`src/hdl/tcc_pkg.sv`:
```
// Shared constants and types for the terminal cursor control block.
// Depends on nothing; terminal_cursor_control uses it by scoped names.
package tcc_pkg;

  // Screen geometry. The port widths below are fixed for this geometry.
  localparam int COLUMNS = 80;
  localparam int ROWS    = 24;
  localparam int COL_W   = 7;
  localparam int ROW_W   = 5;

  localparam logic [COL_W-1:0] COL_LAST = COL_W'(COLUMNS - 1);
  localparam logic [ROW_W-1:0] ROW_LAST = ROW_W'(ROWS - 1);

  // Parameter forms delivered by the parser front end.
  localparam logic [1:0] FORM_ONE     = 2'd0;
  localparam logic [1:0] FORM_TWO     = 2'd1;
  localparam logic [1:0] FORM_PRIVATE = 2'd2;

  // Final characters of the supported sequences.
  localparam logic [7:0] FIN_CUP      = 8'h48;  // 'H'
  localparam logic [7:0] FIN_HVP      = 8'h66;  // 'f'
  localparam logic [7:0] FIN_STBM     = 8'h72;  // 'r'
  localparam logic [7:0] FIN_UP       = 8'h41;  // 'A'
  localparam logic [7:0] FIN_DOWN     = 8'h42;  // 'B'
  localparam logic [7:0] FIN_FWD      = 8'h43;  // 'C'
  localparam logic [7:0] FIN_BACK     = 8'h44;  // 'D'
  localparam logic [7:0] FIN_ED       = 8'h4A;  // 'J'
  localparam logic [7:0] FIN_EL       = 8'h4B;  // 'K'
  localparam logic [7:0] FIN_SET      = 8'h68;  // 'h'
  localparam logic [7:0] FIN_RESET    = 8'h6C;  // 'l'

  // Private mode numbers.
  localparam logic [7:0] MODE_APP_CURSOR = 8'd1;
  localparam logic [7:0] MODE_CLEAR      = 8'd3;
  localparam logic [7:0] MODE_REVERSE    = 8'd5;
  localparam logic [7:0] MODE_ORIGIN     = 8'd6;
  localparam logic [7:0] MODE_AUTOWRAP   = 8'd7;

  // Erase selectors for J and K.
  localparam logic [7:0] ERASE_TO_END   = 8'd0;
  localparam logic [7:0] ERASE_TO_START = 8'd1;
  localparam logic [7:0] ERASE_ALL      = 8'd2;

  typedef enum logic [1:0] {
    ACT_NONE    = 2'd0,
    ACT_CLEAR   = 2'd1,
    ACT_SCROLL  = 2'd2,
    ACT_REVERSE = 2'd3
  } action_e;

  // One frame-buffer command.
  typedef struct packed {
    action_e          action;
    logic [ROW_W-1:0] row_first;
    logic [ROW_W-1:0] row_last;
    logic [COL_W-1:0] col_first;
    logic [COL_W-1:0] col_last;
  } cmd_t;

  // One complete result item as held in the output queue.
  typedef struct packed {
    logic [COL_W-1:0] cursor_col;
    logic [ROW_W-1:0] cursor_row;
    cmd_t             cmd;
    logic             app_cursor_mode;
    logic             autowrap_on;
    logic             reverse_video;
    logic             last_of_run;
  } result_t;

  // Output queue geometry: room for two worst-case sequences of two results each.
  localparam int QUEUE_DEPTH = 4;
  localparam int QPTR_W      = $clog2(QUEUE_DEPTH);
  localparam int QCNT_W      = $clog2(QUEUE_DEPTH + 1);

endpackage

```
`src/hdl/terminal_cursor_control.sv`:
```
// VT100 cursor, scroll-region and erase control, one sequence per transfer.
// Depends on tcc_pkg for geometry, codes, the command type and the queue size.
//
//   channel | direction | handshake                 | payload
//   --------+-----------+---------------------------+--------------------------------
//   in      | input     | in_valid_i / in_ready_o   | final_code, params, form
//   out     | output    | out_valid_o / out_ready_i | cursor, action, rectangle, flags
//
// An accepted sequence is executed in the cycle of its transfer: the cursor,
// region and mode registers update at that edge and its one or two results
// enter a four-entry output queue. The first result is offered on the output
// from the next cycle on. One sequence can be taken every cycle while the input
// is ready; a sequence with two results (a split erase) fills two queue entries,
// so the output port's one-result-per-cycle drain, which out_ready_i can hold,
// sets the long-run rate for those. The input is ready whenever the queue has
// two free entries, so it stalls only while three or four results are waiting.
// Reset (rst_ni low, asynchronous) homes the cursor, sets the region to the full
// screen, clears all modes and empties the queue.
module terminal_cursor_control (
  input  logic       clk_i,
  input  logic       rst_ni,

  input  logic       in_valid_i,
  output logic       in_ready_o,
  input  logic [7:0] final_code_i,
  input  logic [7:0] first_param_i,
  input  logic [7:0] second_param_i,
  input  logic [1:0] param_form_i,

  output logic       out_valid_o,
  input  logic       out_ready_i,
  output logic [6:0] cursor_col_o,
  output logic [4:0] cursor_row_o,
  output logic [1:0] action_o,
  output logic [4:0] row_first_o,
  output logic [4:0] row_last_o,
  output logic [6:0] col_first_o,
  output logic [6:0] col_last_o,
  output logic       app_cursor_mode_o,
  output logic       autowrap_on_o,
  output logic       reverse_video_o,
  output logic       last_of_run_o
);

  localparam logic [8:0] COLUMNS_9 = 9'(tcc_pkg::COLUMNS);
  localparam logic [8:0] ROWS_9    = 9'(tcc_pkg::ROWS);
  localparam logic [8:0] COL_MAX_9 = 9'(tcc_pkg::COLUMNS - 1);
  localparam logic [8:0] ROW_MAX_9 = 9'(tcc_pkg::ROWS - 1);

  // ---------------------------------------------------------------------
  // Terminal state.
  // ---------------------------------------------------------------------
  logic [tcc_pkg::COL_W-1:0] cur_col_q, cur_col_d;
  logic [tcc_pkg::ROW_W-1:0] cur_row_q, cur_row_d;
  logic [tcc_pkg::ROW_W-1:0] origin_row_q, origin_row_d;
  logic [tcc_pkg::ROW_W-1:0] region_top_q, region_top_d;
  logic [tcc_pkg::ROW_W-1:0] region_bottom_q, region_bottom_d;
  logic                      rel_origin_q, rel_origin_d;
  logic                      wrap_q, wrap_d;
  logic                      app_cursor_q, app_cursor_d;
  logic                      reverse_q, reverse_d;

  // Commands produced by the current sequence.
  tcc_pkg::cmd_t cmd0, cmd1;
  logic          two_cmds;

  logic in_fire;
  logic out_fire;

  // Scratch values for the sequence decode.
  logic [7:0] count_n;
  logic [7:0] p2_eff;
  logic [8:0] pos_col;
  logic [8:0] pos_row;
  logic [8:0] sum9;
  logic [7:0] top8;
  logic [7:0] bot8;
  logic       mode_set;

  tcc_pkg::cmd_t cmd_none;
  tcc_pkg::cmd_t cmd_line_to_end;

  // ---------------------------------------------------------------------
  // Sequence execution: clamps and compares on the current state.
  // ---------------------------------------------------------------------
  always_comb begin
    cmd_none        = '{action: tcc_pkg::ACT_NONE, default: '0};
    cmd_line_to_end = '{action: tcc_pkg::ACT_CLEAR, row_first: cur_row_q,
                        row_last: cur_row_q, col_first: cur_col_q,
                        col_last: tcc_pkg::COL_LAST};

    cur_col_d       = cur_col_q;
    cur_row_d       = cur_row_q;
    origin_row_d    = origin_row_q;
    region_top_d    = region_top_q;
    region_bottom_d = region_bottom_q;
    rel_origin_d    = rel_origin_q;
    wrap_d          = wrap_q;
    app_cursor_d    = app_cursor_q;
    reverse_d       = reverse_q;

    cmd0     = cmd_none;
    cmd1     = cmd_none;
    two_cmds = 1'b0;

    // A zero or absent count means one.
    count_n  = (first_param_i == 8'd0) ? 8'd1 : first_param_i;
    // In the one-parameter form the second number is taken as absent.
    p2_eff   = (param_form_i == tcc_pkg::FORM_TWO) ? second_param_i : 8'd0;
    mode_set = (final_code_i == tcc_pkg::FIN_SET);

    pos_col = (p2_eff == 8'd0) ? 9'd0 : ({1'b0, p2_eff} - 9'd1);
    pos_row = ((first_param_i == 8'd0) ? 9'd0 : ({1'b0, first_param_i} - 9'd1))
              + {4'd0, origin_row_q};
    sum9    = 9'd0;
    top8    = (first_param_i == 8'd0) ? 8'd0 : (first_param_i - 8'd1);
    bot8    = (p2_eff == 8'd0) ? 8'(tcc_pkg::ROWS - 1) : (p2_eff - 8'd1);

    if (param_form_i == tcc_pkg::FORM_PRIVATE) begin
      if ((final_code_i == tcc_pkg::FIN_SET) || (final_code_i == tcc_pkg::FIN_RESET)) begin
        case (first_param_i)
          tcc_pkg::MODE_APP_CURSOR: begin
            app_cursor_d = mode_set;
          end
          tcc_pkg::MODE_CLEAR: begin
            cmd0 = '{action: tcc_pkg::ACT_CLEAR, row_first: '0,
                     row_last: tcc_pkg::ROW_LAST, col_first: '0,
                     col_last: tcc_pkg::COL_LAST};
          end
          tcc_pkg::MODE_REVERSE: begin
            // The frame buffer is told only when the flag actually flips.
            if (reverse_q != mode_set) begin
              reverse_d = mode_set;
              cmd0      = '{action: tcc_pkg::ACT_REVERSE, default: '0};
            end
          end
          tcc_pkg::MODE_ORIGIN: begin
            rel_origin_d = mode_set;
            origin_row_d = mode_set ? region_top_q : '0;
            cur_col_d    = '0;
            cur_row_d    = mode_set ? region_top_q : '0;
          end
          tcc_pkg::MODE_AUTOWRAP: begin
            wrap_d = mode_set;
          end
          default: begin
          end
        endcase
      end
    end else if ((param_form_i == tcc_pkg::FORM_ONE) ||
                 (param_form_i == tcc_pkg::FORM_TWO)) begin
      case (final_code_i)
        tcc_pkg::FIN_CUP, tcc_pkg::FIN_HVP: begin
          // Past the right edge: wrap to the next row or pin to the edge.
          if (pos_col >= COLUMNS_9) begin
            if (wrap_q) begin
              pos_col = 9'd0;
              pos_row = pos_row + 9'd1;
            end else begin
              pos_col = COL_MAX_9;
            end
          end
          // Past the bottom: the region scrolls under autowrap, and the
          // row pins to the last one either way.
          if (pos_row >= ROWS_9) begin
            if (wrap_q) begin
              cmd0 = '{action: tcc_pkg::ACT_SCROLL, row_first: region_top_q,
                       row_last: region_bottom_q, col_first: '0,
                       col_last: tcc_pkg::COL_LAST};
            end
            pos_row = ROW_MAX_9;
          end
          cur_col_d = pos_col[tcc_pkg::COL_W-1:0];
          cur_row_d = pos_row[tcc_pkg::ROW_W-1:0];
        end
        tcc_pkg::FIN_STBM: begin
          if (top8 > 8'(tcc_pkg::ROWS - 1)) top8 = 8'(tcc_pkg::ROWS - 1);
          if (bot8 > 8'(tcc_pkg::ROWS - 1)) bot8 = 8'(tcc_pkg::ROWS - 1);
          // A region of one row, or one that is upside down, is ignored.
          if (top8 < bot8) begin
            region_top_d    = top8[tcc_pkg::ROW_W-1:0];
            region_bottom_d = bot8[tcc_pkg::ROW_W-1:0];
            if (rel_origin_q) begin
              origin_row_d = top8[tcc_pkg::ROW_W-1:0];
            end
            cur_col_d = '0;
            cur_row_d = rel_origin_q ? top8[tcc_pkg::ROW_W-1:0] : origin_row_q;
          end
        end
        tcc_pkg::FIN_UP: begin
          cur_row_d = ({3'd0, cur_row_q} > count_n)
                      ? (cur_row_q - count_n[tcc_pkg::ROW_W-1:0]) : '0;
        end
        tcc_pkg::FIN_DOWN: begin
          sum9      = {4'd0, cur_row_q} + {1'b0, count_n};
          cur_row_d = (sum9 > ROW_MAX_9) ? tcc_pkg::ROW_LAST
                                         : sum9[tcc_pkg::ROW_W-1:0];
        end
        tcc_pkg::FIN_FWD: begin
          sum9      = {2'd0, cur_col_q} + {1'b0, count_n};
          cur_col_d = (sum9 > COL_MAX_9) ? tcc_pkg::COL_LAST
                                         : sum9[tcc_pkg::COL_W-1:0];
        end
        tcc_pkg::FIN_BACK: begin
          cur_col_d = ({1'b0, cur_col_q} > count_n)
                      ? (cur_col_q - count_n[tcc_pkg::COL_W-1:0]) : '0;
        end
        tcc_pkg::FIN_ED: begin
          // The part of the screen on either side of the cursor is a
          // partial line plus a block of whole lines, hence two rectangles.
          case (first_param_i)
            tcc_pkg::ERASE_TO_END: begin
              cmd0 = cmd_line_to_end;
              if (cur_row_q < tcc_pkg::ROW_LAST) begin
                cmd1 = '{action: tcc_pkg::ACT_CLEAR,
                         row_first: cur_row_q + tcc_pkg::ROW_W'(1),
                         row_last: tcc_pkg::ROW_LAST, col_first: '0,
                         col_last: tcc_pkg::COL_LAST};
                two_cmds = 1'b1;
              end
            end
            tcc_pkg::ERASE_TO_START: begin
              if (cur_row_q != '0) begin
                cmd0 = '{action: tcc_pkg::ACT_CLEAR, row_first: '0,
                         row_last: cur_row_q - tcc_pkg::ROW_W'(1), col_first: '0,
                         col_last: tcc_pkg::COL_LAST};
                cmd1 = '{action: tcc_pkg::ACT_CLEAR, row_first: cur_row_q,
                         row_last: cur_row_q, col_first: '0,
                         col_last: cur_col_q};
                two_cmds = 1'b1;
              end else begin
                cmd0 = '{action: tcc_pkg::ACT_CLEAR, row_first: cur_row_q,
                         row_last: cur_row_q, col_first: '0,
                         col_last: cur_col_q};
              end
            end
            tcc_pkg::ERASE_ALL: begin
              cmd0 = '{action: tcc_pkg::ACT_CLEAR, row_first: '0,
                       row_last: tcc_pkg::ROW_LAST, col_first: '0,
                       col_last: tcc_pkg::COL_LAST};
            end
            default: begin
            end
          endcase
        end
        tcc_pkg::FIN_EL: begin
          case (first_param_i)
            tcc_pkg::ERASE_TO_END: begin
              cmd0 = cmd_line_to_end;
            end
            tcc_pkg::ERASE_TO_START: begin
              cmd0 = '{action: tcc_pkg::ACT_CLEAR, row_first: cur_row_q,
                       row_last: cur_row_q, col_first: '0, col_last: cur_col_q};
            end
            tcc_pkg::ERASE_ALL: begin
              cmd0 = '{action: tcc_pkg::ACT_CLEAR, row_first: cur_row_q,
                       row_last: cur_row_q, col_first: '0,
                       col_last: tcc_pkg::COL_LAST};
            end
            default: begin
            end
          endcase
        end
        default: begin
        end
      endcase
    end
  end

  // ---------------------------------------------------------------------
  // State registers: updated at the edge of each input transfer.
  // ---------------------------------------------------------------------
  always_ff @(posedge clk_i or negedge rst_ni) begin
    if (!rst_ni) begin
      cur_col_q       <= '0;
      cur_row_q       <= '0;
      origin_row_q    <= '0;
      region_top_q    <= '0;
      region_bottom_q <= tcc_pkg::ROW_LAST;
      rel_origin_q    <= 1'b0;
      wrap_q          <= 1'b0;
      app_cursor_q    <= 1'b0;
      reverse_q       <= 1'b0;
    end else if (in_fire) begin
      cur_col_q       <= cur_col_d;
      cur_row_q       <= cur_row_d;
      origin_row_q    <= origin_row_d;
      region_top_q    <= region_top_d;
      region_bottom_q <= region_bottom_d;
      rel_origin_q    <= rel_origin_d;
      wrap_q          <= wrap_d;
      app_cursor_q    <= app_cursor_d;
      reverse_q       <= reverse_d;
    end
  end

  // ---------------------------------------------------------------------
  // Output queue. Both results of a sequence carry the state after it.
  // ---------------------------------------------------------------------
  tcc_pkg::result_t res0, res1;

  always_comb begin
    res0 = '{cursor_col: cur_col_d, cursor_row: cur_row_d, cmd: cmd0,
             app_cursor_mode: app_cursor_d, autowrap_on: wrap_d,
             reverse_video: reverse_d, last_of_run: !two_cmds};
    res1 = '{cursor_col: cur_col_d, cursor_row: cur_row_d, cmd: cmd1,
             app_cursor_mode: app_cursor_d, autowrap_on: wrap_d,
             reverse_video: reverse_d, last_of_run: 1'b1};
  end

  tcc_pkg::result_t          queue_q [tcc_pkg::QUEUE_DEPTH];
  logic [tcc_pkg::QPTR_W-1:0] wr_ptr_q, wr_ptr_d;
  logic [tcc_pkg::QPTR_W-1:0] rd_ptr_q, rd_ptr_d;
  logic [tcc_pkg::QCNT_W-1:0] fill_q, fill_d;
  logic [tcc_pkg::QCNT_W-1:0] push_cnt;

  // Ready while two entries are free, so the worst-case sequence always fits.
  assign in_ready_o  = (fill_q <= tcc_pkg::QCNT_W'(tcc_pkg::QUEUE_DEPTH - 2));
  assign in_fire     = in_valid_i && in_ready_o;
  assign out_valid_o = (fill_q != '0);
  assign out_fire    = out_valid_o && out_ready_i;

  always_comb begin
    push_cnt = in_fire ? (two_cmds ? tcc_pkg::QCNT_W'(2) : tcc_pkg::QCNT_W'(1)) : '0;
    fill_d   = fill_q + push_cnt - tcc_pkg::QCNT_W'(out_fire);
    wr_ptr_d = wr_ptr_q + push_cnt[tcc_pkg::QPTR_W-1:0];
    rd_ptr_d = rd_ptr_q + tcc_pkg::QPTR_W'(out_fire);
  end

  always_ff @(posedge clk_i or negedge rst_ni) begin
    if (!rst_ni) begin
      wr_ptr_q <= '0;
      rd_ptr_q <= '0;
      fill_q   <= '0;
    end else begin
      wr_ptr_q <= wr_ptr_d;
      rd_ptr_q <= rd_ptr_d;
      fill_q   <= fill_d;
    end
  end

  always_ff @(posedge clk_i) begin
    if (in_fire) begin
      queue_q[wr_ptr_q] <= res0;
      if (two_cmds) begin
        queue_q[wr_ptr_q + tcc_pkg::QPTR_W'(1)] <= res1;
      end
    end
  end

  tcc_pkg::result_t head;
  assign head = queue_q[rd_ptr_q];

  assign cursor_col_o      = head.cursor_col;
  assign cursor_row_o      = head.cursor_row;
  assign action_o          = head.cmd.action;
  assign row_first_o       = head.cmd.row_first;
  assign row_last_o        = head.cmd.row_last;
  assign col_first_o       = head.cmd.col_first;
  assign col_last_o        = head.cmd.col_last;
  assign app_cursor_mode_o = head.app_cursor_mode;
  assign autowrap_on_o     = head.autowrap_on;
  assign reverse_video_o   = head.reverse_video;
  assign last_of_run_o     = head.last_of_run;

endmodule
```
`config.mk`:
```
export PLATFORM = sky130hd
export DESIGN_NAME = terminal_cursor_control
export DESIGN_NICKNAME = d
export VERILOG_FILES = /design/src/hdl/tcc_pkg.sv /design/src/hdl/terminal_cursor_control.sv
export SDC_FILE = /design/constraint.sdc
export NUM_CORES = 1
export LEC_CHECK = 0
export ABC_CLOCK_PERIOD_IN_PS = 9600
export BUFFER_PORTS_ARGS = -buffer_cell sky130_fd_sc_hd__buf_4
export CAP_MARGIN = 20
export CORE_AREA = 5 5 160 162
export DETAILED_ROUTE_END_ITERATION = 12
export DIE_AREA = 0 0 165 167
export PLACE_DENSITY = 0.74
export SETUP_SLACK_MARGIN = 0.15
export SYNTH_ARGS = -nofsm -noshare
export SYNTH_HDL_FRONTEND = slang
export SYNTH_SLANG_ARGS = --single-unit
```
`constraint.sdc`:
```
create_clock -name clk_i -period 9.6 [get_ports clk_i]
set_input_delay 0.48 -clock clk_i [delete_from_list [all_inputs] [get_ports clk_i]]
set_output_delay 0.48 -clock clk_i [all_outputs]
set_load 0.02 [all_outputs]
```
Word level (Yosys, flattened, before mapping):

Memories as Yosys holds them, arrays and structs flattened.
Cells that the tools add are included.

* bits in registers: 38
* latch bits: 0
* RAM bits: 168
* ROM bits: 0
* input bits: 30
* output and inout port bits: 44
* word-level logic and storage cells: 167
* memories kept: 1

Memories
* queue_q: depth 4, width 42, rd ports 1, clocked after memory_dff 0, write ports 2, RTL line terminal_cursor_control.sv:311 `tcc_pkg::result_t queue_q [tcc_pkg::QUEUE_DEPTH];`

* add/sub/neg operators: 17
* multiply operators: 0
* div/mod/pow operators: 0
* $lt $le $gt $ge: 11
* eq/ne operators: 22
* shift operators: 0
* mux-type cells: 86
* bitwise gates (word level): 1
* reductions and logical operators: 17

Operators with widths (count)
* $mux W26: 6
* $pmux W25 S3: 2
* $mux W25: 5
* $mux W8: 12
* $eq A8 B7 Y1 const B: 11
* $mux W5: 16
* $pmux W26 S3: 1
* $mux W7: 9
* $mux W9: 7
* $pmux W26 S2: 1
* $pmux W25 S2: 1
* $pmux W7 S4: 1
* $eq A8 B3 Y1 const B: 3
* $mux W24: 1
* $mux W1: 20
* $pmux W5 S4: 1
* $sub A8 B1 Y9 const B: 2
* $eq A8 B2 Y1 const B: 2
* $gt A8 B5 Y1 const B: 2
* $logic_not A8 Y1: 2
* $sub A8 B1 Y8 const B: 2
* $add A5 B8 Y9: 1
* $add A7 B8 Y9: 1
* $add A9 B1 Y9 const B: 1
* 38 further kinds: 44

Depth between registers and ports, before layout:

* depth in word-level cells: 14
* mapped depth: 21
* gate-level depth less buffers: 19

Least setup slack after synthesis:

No wires, ideal clock.

* path kind: input -> register
* start: input first_param_i[5]
* end: memory queue_q[2][23] (netlist name) (data pin)
* setup time: 283 ps
* data arrival time: 4755 ps
* data required time: 9317 ps
* path slack: 4563 ps
* stages on the path: 16
* buffers on the path: 1
* path through: buf_2 > or3_1 > nor4_4 > and2_1 > nor2_1 > ha_1 > fa_1 > a21o_1 > a21oi_1 > or3b_1 > o22a_1 > or4_4 > a21oi_4 > a211oi_2 > a222oi_1 > o22ai_1

RTL lines
* from (decl): RTL line terminal_cursor_control.sv:26 `input logic [7:0] first_param_i,`
* to (decl): RTL line terminal_cursor_control.sv:311

Final worst setup path:

* start: input param_form_i[1]
* end: register origin_row_q[4] (netlist name)

* longest elaborated chain between the ends: 12
* elaborated cells between the ends (all ways): 21
* classes of those cells: add/sub: 1; order compare: 2; eq/ne: 4; mux: 7; reduce/logical: 7

RTL lines
* from (decl): RTL line terminal_cursor_control.sv:28 `input logic [1:0] param_form_i,`
* $eq A2 B1 Y1: RTL line terminal_cursor_control.sv:109, terminal_cursor_control.sv:151
* $mux W8: RTL line terminal_cursor_control.sv:109 `p2_eff = (param_form_i == tcc_pkg::FORM_TWO) ? second_param_i : 8'd0;`
* $sub A8 B1 Y8 / $logic_not A8 Y1 (equally long branches): RTL line terminal_cursor_control.sv:117 `bot8 = (p2_eff == 8'd0) ? 8'(tcc_pkg::ROWS - 1) : (p2_eff - 8'd1);`
* $mux W8: RTL line terminal_cursor_control.sv:117
* $gt A8 B5 Y1: RTL line terminal_cursor_control.sv:178 `if (bot8 > 8'(tcc_pkg::ROWS - 1)) bot8 = 8'(tcc_pkg::ROWS - 1);`
* $mux W8: RTL line terminal_cursor_control.sv:178
* $mux W8: RTL line terminal_cursor_control.sv:152 `case (final_code_i)`
* $mux W8: RTL line terminal_cursor_control.sv:150 `end else if ((param_form_i == tcc_pkg::FORM_ONE) ||`
* $mux W8: RTL line terminal_cursor_control.sv:119 `if (param_form_i == tcc_pkg::FORM_PRIVATE) begin`
* $lt A8 B8 Y1: RTL line terminal_cursor_control.sv:180 `if (top8 < bot8) begin`
* $reduce_bool A2 Y1 (no source line)
* $reduce_and A6 Y1 (no source line)
* to (signal assigned): RTL line terminal_cursor_control.sv:287 `origin_row_q <= origin_row_d;`
* to (decl): RTL line terminal_cursor_control.sv:55 `logic [tcc_pkg::ROW_W-1:0] origin_row_q, origin_row_d;`

Several ways; a longest one is shown, not always the timed one. The select of a mux whose other input is x is not followed.
A chain may end at the register's enable or synchronous reset.

==> key figures <==
Synthesis
  – Avg Cell Area, Syn: 9.94 um2
  – Most instantiated library cell after synthesis: nor2_1
  – FF+latch count, synth: 206
  – Ys Warns: 0
  – Area leader, netlist: edfxtp_1
  – Mapped cell area: 13000 um2
  – Synth Instances: 1307
  – Yosys cell types: 88
  – Share of synthesized registers carrying an async set or reset: 18.4%
  – Seq/Total Area, Yosys: 43.4%
  – Main synth FF type: edfxtp_1
  – Synth top area share: 30.5%
  – Post-synth EDFFs: 132
  – Top cells by area, synth: edfxtp_1, mux4_2, dfrtp_1
  – Synth cell count leaders: nor2_1, edfxtp_1, nand2_1

Detailed routing
  – DR iter-0 viols: 1211
  – Post-DR wirelength/cell: 22.5 um
  – Antenna Nets Post-Route: 0
  – First-pass detailed-route iteration total: 7
  – WL met2: 18.5 mm
  – Vias per cell: 6.56
  – Final WL: 37.9 mm
  – Met3 wire length: 2.74 mm
  – Vias: 11052
  – DRC Markers: 0
  – Uppermost layer routed: met4
  – M1 WL: 15.4 mm

Worst setup path
  – Critical path class: in2reg
  – CP max FO: 18
  – Ordered cell list for the critical path: buf_4 > nor2b_1 > nand2_1 > ha_1 > a21oi_1 > nor2_1 > a21oi_1 > nor4b_1 > nand2_1 > ha_1 > a211oi_1 > nor2b_1 > o31a_1 > a41oi_4 > or4_1 > a21oi_4 > o21ai_1 > a22o_1
  – Critical Path RT: 9.98 ns
  – R2R depth: 11
  – Slowest cell on the critical path: or4_1
  – CP Capture Type: register
  – R2r setup slk: 5.20 ns
  – CP arrival: 5.77 ns
  – Reg-to-Reg Start: origin_row_q[0]$_DFFE_PN0P_
  – Startpoint Class: input pin
  – Reg2reg end: queue_q[2][23]$_DFFE_PP_
  – Max incr delay on CP: 0.78 ns

GRT
  – Number of global-route vias before repair: 10487
  – First-pass GRT wire length: 59.1 mm
  – Antenna violations before repair: 0
  – Grt ovf: 0
  – GRT Total Usage: 27.1%
  – Pin count of the biggest net entering global routing: 44

STA
  – Final setup TNS: 0 ns
  – Final period util: 56.1%
  – Max Clk Rate: 0.186 GHz
  – Hold Violations, Final: 0
  – Measured slew at the worst slew-check pin: 1.09 ns
  – Slew headroom: 26.8%
  – RSZ-0062 raised after global routing: false
  – Clock Skew: 0.0235 ns
  – Tmin final: 5.39 ns
  – Final setup viols: 0
  – Slew Limit Fails: 0

Finish
  – Share of post-route cells with drive strength above 1: 14.9%
  – Final cell count without fillers: 1684
  – Diode count: 0
  – Area growth syn-to-layout: 11.1%
  – Layout Utilization: 60.2%
  – NumNets Final: 1435
  – Fillers: 2067

Min path
  – Hold Crit Start: final_code_i[2]
  – Hold endpoint: rel_origin_q$_DFFE_PN0P_
  – Hold-critical path depth: 2
  – Worst hold path type: in2reg

Clocking
  – Post-CTS Setup Bufs: 0
  – Cts bufs inserted: 21
  – Htree depth: 1
  – CTS Sinks: 206
  – CTS tree: built
  – Clk_lat worst skew: 0.51 ns
  – Reg clk slew, reported paths: 0.07 ns
  – Clk root buf: clkbuf_16
  – Clock buffer depth: 3

Power
  – Lkg Pwr: 0.00517 uW
  – VDD IR max: 0.000113 V
  – PwrDens: 223 nW/um2

Flow run
  – MaxCap Viol Count: 0

Floorplanning
  – I/O Pins: 74
  – Core area: 24000 um2
  – Die area: 27600 um2
  – Die Span Y: 167 um
  – Initial Util: 54.2%
  – Die Wd: 165 um
  – Rows: 57

Placement
  – Final Wtd Congestion: 0.989
  – Inst Count DP: 1645
  – Post-detail-place hpwl: 27.5 mm
  – Port Buffer Count: 73

Outcome
  – Status: finished clean
==> cells in the final DEF, fill, tap and decap left out, types with 6 or more instances in the layout <==
master / instances
a211oi_1: 7
a21o_1: 18
a21oi_1: 66
a22o_1: 9
a22oi_1: 14
a311oi_1: 7
a31oi_1: 19
a41oi_1: 6
and2_1: 14
and3_1: 13
buf_4: 89
clkbuf_16: 21
conb_1: 6
dfrtp_1: 32
dfxtp_1: 36
edfxtp_1: 132
fa_1: 6
ha_1: 54
inv_1: 45
mux2_2: 7
mux2i_1: 9
mux4_2: 42
nand2_1: 106
nand2b_1: 12
nand3_1: 56
nand4_1: 7
nor2_1: 134
nor2b_1: 10
nor3_1: 29
nor3b_1: 6
nor4_1: 8
o21a_1: 7
o21ai_0: 96
o22ai_1: 73
or2_2: 6
or3_1: 8
xnor2_1: 16
xor2_1: 11
==> what timing repair did <==
action,4_1_cts,5_1_grt
endpoints found under the hold margin,34,0
resized for setup,0,0
hold buffers,1,0
==> final cells by class <==
class / instances / area [um2] / share of cell area (%)
multi-input cells: 981 / 6880 / 47.7
flip-flops and latches: 206 / 5640 / 39.1
repair buffers: 90 / 678 / 4.70
clock buffers: 27 / 568 / 3.94
well taps: 324 / 405 / 2.81
inverters: 45 / 169 / 1.17
clock inverters: 11 / 92.6 / 0.641
==> where the power goes <==
group          switching, uW  total, uW  internal (uW)  leakage (uW)
logic                    731       1230            499       0.00285
clock network            341        789            448      0.000324
registers                130       1190           1060       0.00200
==> how the worst max path moves through the flow <==
| stage | from | endpoint | cells after the start |
|---|---|---|---|
| 6_report | param_form_i[1] | origin_row_q[4]$_DFFE_PN0P_ | 18 |
| 5_1_grt | param_form_i[1] | origin_row_q[4]$_DFFE_PN0P_ | 18 |
| 4_1_cts | param_form_i[1] | origin_row_q[4]$_DFFE_PN0P_ | 18 |
| 3_5_place_dp | param_form_i[1] | origin_row_q[4]$_DFFE_PN0P_ | 18 |
| 3_3_place_gp | param_form_i[1] | origin_row_q[2]$_DFFE_PN0P_ | 18 |
| 2_1_floorplan | first_param_i[5] | queue_q[2][23]$_DFFE_PP_ | 16 |
==> flip-flops by register name (all words and copies together) (netlist names) <==
signal	count
reverse_q	1
rd_ptr_q	2
cur_row_q	5
cur_col_q	7
origin_row_q	5
queue_q	168
region_bottom_q	5
rel_origin_q	1
fill_q	3
wrap_q	1
app_cursor_q	1
region_top_q	5
wr_ptr_q	2
==> metal layers <==
layer	global-route usage [%]	vias to the layer above
met5	0	-
met4	8.43	0
met3	3.11	94
met2	44.9	548
met1	37.3	5365
li1	-	5045
==> logic make-up after synthesis <==
kind of cell    after synthesis  share of synthesized area (%)
mux                          58                           8.58
other cells                   2                         0.0578
flops                       206                           43.4
fa+ha+maj                    60                           6.13
buf+inv                     124                           3.72
simple gates                437                           16.5
xor+xnor                     27                           1.82
compound gates              393                           19.7
==> critical path: cells and delay by family <==
family	cells	cell delay (ns)
AND/OR/NAND/NOR	7	2.61
AO/OA/AOI/OAI	8	1.83
buffers and inverters	1	0.17
adder cells (fa/ha/maj)	2	0.67
==> metrics by stage <==
stage | setup slack (ns) | hold WS [ns] | power [uW] | instance area, um2
after global placement | 3.85 | 0.446 | 2410 | 13800
after global routing | 3.75 | 0.337 | 3370 | 14400
after detailed placement | 3.75 | 0.448 | 2430 | 13800
after CTS | 4.25 | 0.315 | 3220 | 14400
final | 4.21 | 0.328 | 3210 | 14400
after floorplan | 4.56 | 0.184 | 2000 | 13000
No activity file was read; power rests on OpenSTA's default activity.
